### config.mk
export PLATFORM = sky130hd
export DESIGN_NAME = c3dc_lane
export DESIGN_NICKNAME = d
export VERILOG_FILES = /design/src/rtl/core/c3dc_pkg.sv /design/src/rtl/core/c3dc_lane.sv
export SDC_FILE = /design/constraint.sdc
export NUM_CORES = 2
export LEC_CHECK = 0
export BUFFER_PORTS_ARGS = -buffer_cell sky130_fd_sc_hd__buf_2
export CAP_MARGIN = 10
export CORE_MARGIN = 2
export CORE_UTILIZATION = 43
export DETAILED_ROUTE_END_ITERATION = 16
export PLACE_DENSITY = 0.58
export RECOVER_POWER = 50
export SLEW_MARGIN = 25
export SYNTH_ARGS = -nofsm -noshare
export SYNTH_HDL_FRONTEND = slang
export SYNTH_SLANG_ARGS = --single-unit
### constraint.sdc
create_clock -name clk -period 6.45 [get_ports clk]
set_input_delay 0.3225 -clock clk [delete_from_list [all_inputs] [get_ports clk]]
set_output_delay 0.3225 -clock clk [all_outputs]
set_load 0.02 [all_outputs]
### src/rtl/core/c3dc_pkg.sv
// ----------------------------------------------------------------------------
// c3dc_pkg
// Shared constants and types of the 3x3 convolution filter.
// ----------------------------------------------------------------------------
package c3dc_pkg;

  localparam int MaxWidthDef  = 8192;
  localparam int CoeffBitsDef = 8;
  localparam int PixelBitsDef = 8;
  localparam int Planes       = 3;
  localparam int PosBits      = 13;
  localparam int SizeBits     = 14;
  localparam int DivBits      = 10;
  localparam int CoeffRegBits = 24;

  // Register indexes on the configuration port.
  typedef enum logic [2:0] {
    REG_WIDTH  = 3'd0,
    REG_HEIGHT = 3'd1,
    REG_DIV    = 3'd2,
    REG_CTOP   = 3'd3,
    REG_CMID   = 3'd4,
    REG_CBOT   = 3'd5
  } reg_idx_t;

  // Side information that travels with a request through the lane pipeline.
  typedef struct packed {
    logic               valid;
    logic [PosBits-1:0] row;
    logic [PosBits-1:0] col;
    logic               last;
  } c3dc_tag_t;

endpackage

### src/rtl/core/c3dc_lane.sv
// ----------------------------------------------------------------------------
// c3dc_lane
// One plane's datapath: nine products, an adder tree, a restoring divider
// that retires one quotient bit per stage, and the clamp to 0..255.
// ----------------------------------------------------------------------------
module c3dc_lane #(
  parameter int COEFF_BITS = c3dc_pkg::CoeffBitsDef,
  parameter int PIXEL_BITS = c3dc_pkg::PixelBitsDef
) (
  input  logic                                  clk,
  input  logic [8:0][PIXEL_BITS-1:0]            win,
  input  logic [8:0][COEFF_BITS-1:0]            coeff,
  input  logic [c3dc_pkg::DivBits-1:0]          divisor,
  input  logic                                  en,
  output logic [PIXEL_BITS-1:0]                 result
);
  import c3dc_pkg::*;

  localparam int ProdBits = PIXEL_BITS + COEFF_BITS + 1;
  localparam int SumBits  = ProdBits + 4;
  localparam int MagBits  = SumBits - 1;
  localparam int Stages   = MagBits;

  logic signed [ProdBits-1:0] prod [9];
  logic signed [SumBits-1:0]  sum_q;
  logic signed [SumBits-1:0]  sum_c;

  // Products are registered before the adder tree.
  always_ff @(posedge clk) begin
    if (en) begin
      for (int k = 0; k < 9; k++) begin
        prod[k] <= $signed({1'b0, win[k]}) * $signed(coeff[k]);
      end
    end
  end

  always_comb begin
    sum_c = '0;
    for (int k = 0; k < 9; k++) begin
      sum_c = sum_c + SumBits'(prod[k]);
    end
  end

  always_ff @(posedge clk) begin
    if (en) begin
      sum_q <= sum_c;
    end
  end

  // Restoring division of the magnitude, one quotient bit per stage.
  logic [MagBits-1:0] rem  [Stages+1];
  logic [MagBits-1:0] quo  [Stages+1];
  logic [MagBits-1:0] num  [Stages+1];
  logic [DivBits-1:0] dv   [Stages+1];
  logic               neg  [Stages+1];

  always_ff @(posedge clk) begin
    if (en) begin
      neg[0] <= sum_q[SumBits-1];
      num[0] <= sum_q[SumBits-1] ? MagBits'(-sum_q) : MagBits'(sum_q);
      rem[0] <= '0;
      quo[0] <= '0;
      dv[0]  <= (divisor == '0) ? DivBits'(1) : divisor;
    end
  end

  for (genvar s = 0; s < Stages; s++) begin : g_div
    logic [MagBits:0] trial;
    assign trial = {rem[s], num[s][MagBits-1-s]};
    always_ff @(posedge clk) begin
      if (en) begin
        neg[s+1] <= neg[s];
        num[s+1] <= num[s];
        dv[s+1]  <= dv[s];
        if (trial >= (MagBits+1)'(dv[s])) begin
          rem[s+1] <= MagBits'(trial - (MagBits+1)'(dv[s]));
          quo[s+1] <= {quo[s][MagBits-2:0], 1'b1};
        end else begin
          rem[s+1] <= MagBits'(trial);
          quo[s+1] <= {quo[s][MagBits-2:0], 1'b0};
        end
      end
    end
  end

  // A negative quotient clamps to zero; truncation toward zero of the
  // magnitude then matches the signed division.
  always_ff @(posedge clk) begin
    if (en) begin
      if (neg[Stages] || quo[Stages] == '0) begin
        result <= '0;
      end else if (quo[Stages] > MagBits'(255)) begin
        result <= PIXEL_BITS'(255);
      end else begin
        result <= PIXEL_BITS'(quo[Stages]);
      end
    end
  end

endmodule

==> results.toml <==
[run_status]
status = "complete, but fails checks"
violations = "capacitance limit, slew limit"

[sta]
setup_tns_ns = 0
drv_slew = 546
period_minus_slack_ns = 5.588
rsz0062_at_grt = "false"
clock_skew_ns = 0.03266
fmax_ghz = 0.1790
worst_pin_slew_ns = 4.672
hold_violations = 0
relSlewSlack_pct = -211.5
finalSetupViolCount = 0
fin_crit_sh_pct = 86.63

[worst_setup_path]
endpoint = "sum_q[20]"
cp.required_ns = 6.95
rr_endpoint = "sum_q[20]"
end_kind = "register"
r2r_setup_slack_ns = 0.86
r2r_cells = 15
reg2reg_from = "prod[0][2]"
worstPathArrival_ns = 6.08
crit_fanout = 3
startpoint = "prod[0][2]"
path_class = "reg -> reg"
startpoint_type = "register"

[logic_synthesis]
avgSynthCellArea_sq_um = 11.86
async_flop_share_pct = 0
synthDistinctLibCells = 80
synth_edf_count = 1200
synth_cells = 6340
ys_warn_count = 0
ys_top_cells_by_area = "edfxtp_1 (48%), fa_1 (13%), ha_1 (10%)"
seq_area_frac_synth_pct = 47.95
yosysTopAreaCellShare_pct = 47.92
synth_ff_type = "edfxtp_1"
synth_top_area_cell = "edfxtp_1"
synth_area_sq_mm = 0.07519
syn-num-nets = 7570
ys_seq_elements = 1201

[grt]
grt_max_degree = 197
grt_overflow_total = 0
grt_usage_pct = 16.89
antenna_found_initial = 2
grt_pass1_vias = 46810
grt_first_pass_wirelength_microns = 244200

[power]
combinationalPowerShare_pct = 56.0
peakVddDrop_v = 0.001993
p_clk_share_pct = 16.0
powerDensity_mw_per_mm2 = 554.8
switchingPower_mw = 18.96
cell_internal_pwr_mw = 27.27
p_leak_nw = 34.38
seq_power_share_pct = 27.9
switching_share_pct = 41.01

[final_layout]
nNetsFinal = 7830
finalInstanceArea_sq_mm = 0.08331
post_route_cells_drive_above_1_share_pct = 6.373
multi_input_area_sq_mm = 0.03527
regArea_sq_mm = 0.03605
syn2layout_area_growth_pct = 10.79
n_antenna_cell = 0
fillers = 15800

[detailed_routing]
avgViaCountPerCell = 5.054
drt_iter0_drc = 2603
ant_nets = 0
detail_route.wl_per_cell_microns = 16.45
dr_total_vias = 45610
drc = 0
dr.pass1.iters = 5
finalWirelength_microns = 148400

[floorplanning]
core_area_sq_mm = 0.1738
initial_utilization_pct = 43.26
top_level_ports = 164
die_h_microns = 422.2
die_area_sq_mm = 0.1782
die_w_microns = 422.2
num_rows = 153

[job]
cap_violations = 5

[placed_design]
routabilityCongestion = 0.8594
placed_cell_area_sq_mm = 0.07891
place_hpwl_microns = 114200
io_buffers = 163

[clock_tree]
cts_sinks = 1201
numCtsBuffers = 135
clockBufferDepth = 3
post_cts_buffers = 0
insertion_delay_ns = 0.76
cts.clk_slew.worst_paths_ns = 0.06
cts-root-buf = "clkbuf_16"
h-tree-depth = 4
cts_tree = "built"

[hold_path]
hold_path_class = "in -> reg"
-- metal layers --
metal	up-vias	share of wire [%]	track usage (%)
met5	-	0	0
li1	22330	-	-
met1	22330	45	22.29
met2	753	49	28.95
met4	0	2.5	4.863
met3	201	3.3	2.387
-- power groups by stage --
| stage | combinational, mW | sequential [mW] | clock (mW) |
|---|---|---|---|
| after floorplan | 20.3 | 12.7 | 0 |
| after global placement | 25.7 | 13.0 | 0 |
| after detailed placement | 26.0 | 13.0 | 0 |
| after CTS | 26.2 | 12.9 | 7.67 |
| after global routing | 29.2 | 13.0 | 8.00 |
| final | 25.9 | 12.9 | 7.42 |
-- state kept, by name (all words and copies together) (netlist names) --
name,cells
neg,21
rem,378
dv,200
sum_q,21
prod,153
num,210
quo,210
result,8
-- worst max-delay path, cell delays in order (launching register included) --
cell,delay [ns]
edfxtp_1,0.40
fa_1,0.54
inv_1,0.05
fa_1,0.50
fa_1,0.51
fa_1,0.55
inv_1,0.04
ha_1,0.23
fa_1,0.43
a211oi_1,0.29
o21ai_0,0.22
a2111oi_0,0.62
o21ai_0,0.31
a221o_1,0.35
a21oi_1,0.19
xnor2_1,0.09
-- Yosys cell counts (7+ instances only) --
| library cell | count |
|---|---|
| edfxtp_1 | 1200 |
| inv_1 | 960 |
| ha_1 | 601 |
| fa_1 | 473 |
| nand2_1 | 457 |
| nor2_1 | 331 |
| and2_1 | 319 |
| a21oi_1 | 242 |
| xnor2_1 | 231 |
| o21ai_0 | 204 |
| xor2_1 | 191 |
| nor3_1 | 123 |
| nand2b_1 | 114 |
| o21a_1 | 82 |
| nand3_1 | 72 |
| nor4_1 | 72 |
| clkbuf_1 | 70 |
| nor2b_1 | 62 |
| or3_1 | 60 |
| a21o_1 | 37 |
| mux2_2 | 37 |
| nand4_1 | 34 |
| a211oi_1 | 27 |
| o31ai_1 | 25 |
| o211ai_1 | 24 |
| or4_1 | 20 |
| and3_1 | 18 |
| a2111oi_0 | 17 |
| a31oi_1 | 17 |
| o31a_1 | 17 |
| or2_2 | 16 |
| nand3b_1 | 15 |
| nor4b_1 | 14 |
| a21boi_0 | 13 |
| o21bai_1 | 12 |
| nor3b_1 | 11 |
| a311oi_1 | 9 |
| o2111ai_1 | 9 |
| o41ai_1 | 8 |
| a41oi_1 | 7 |
-- metrics by stage --
| step | hold WS, ns | setup slack, ns | std cells | power, mW | utilization [%] |
|---|---|---|---|---|---|
| final | 0.05811 | 0.8621 | 9025 | 46.22 | 47.93 |
| after detailed placement | 0.4045 | 0.8771 | 8775 | 39.03 | 45.40 |
| after global routing | 0.02552 | 0.3740 | 9025 | 50.19 | 47.93 |
| after CTS | 0.004473 | 0.8276 | 9024 | 46.72 | 47.96 |
| after global placement | 0.4003 | 0.8213 | 8773 | 38.71 | 45.37 |
| after floorplan | 0.4003 | 1.382 | 6340 | 32.97 | - |
-- how the worst min path moves through the flow --
| stage | start | endpoint | cells after the start |
|---|---|---|---|
| 2_1_floorplan | neg[0][0] | neg[0][1] | 0 |
| 3_3_place_gp | quo[2][62] | quo[2][83] | 0 |
| 3_5_place_dp | neg[2][1] | neg[2][2] | 0 |
| 4_1_cts | coeff[32] | prod[0][68] | 2 |
| 5_1_grt | coeff[32] | prod[0][68] | 2 |
| 6_report | coeff[32] | prod[0][68] | 2 |
-- logic make-up after synthesis --
| kind of cell | synth area share (%) |
|---|---|
| xor+xnor | 4.915 |
| buf+inv | 5.187 |
| flops | 47.95 |
| mux | 0.6340 |
| compound gates | 6.649 |
| simple gates | 12.07 |
| fa+ha+maj | 22.59 |
-- layout make-up --
class	instances	area share (%)
clock buffers	168	4.265
flip-flops and latches	1201	43.28
inverters	960	4.325
well taps	2325	3.492
clock inverters	69	0.9447
repair buffers	199	1.364
multi-input cells	4103	42.33
-- placed cells by master (no fill, tap or decap), types with 57 or more instances in the layout --
cell	netlist	final
o21a_1	82	82
nand3_1	72	72
xor2_1	191	191
xnor2_1	231	231
nor2b_1	62	62
nor4_1	72	72
clkbuf_16	0	136
fa_1	473	473
and2_1	319	285
inv_1	960	960
o21ai_0	204	204
nor2_1	331	330
a21oi_1	242	241
clkbuf_1	70	57
edfxtp_1	1200	1200
buf_2	3	136
nand2b_1	114	114
ha_1	601	601
nor3_1	123	123
or3_1	60	60
nand2_1	457	457
-- timing repair --
item                      CTS  global route
resized for setup           0             0
hold buffers               12             0
hold endpoints to repair   69             0
Note: power is estimated with default switching activity, not from simulation.
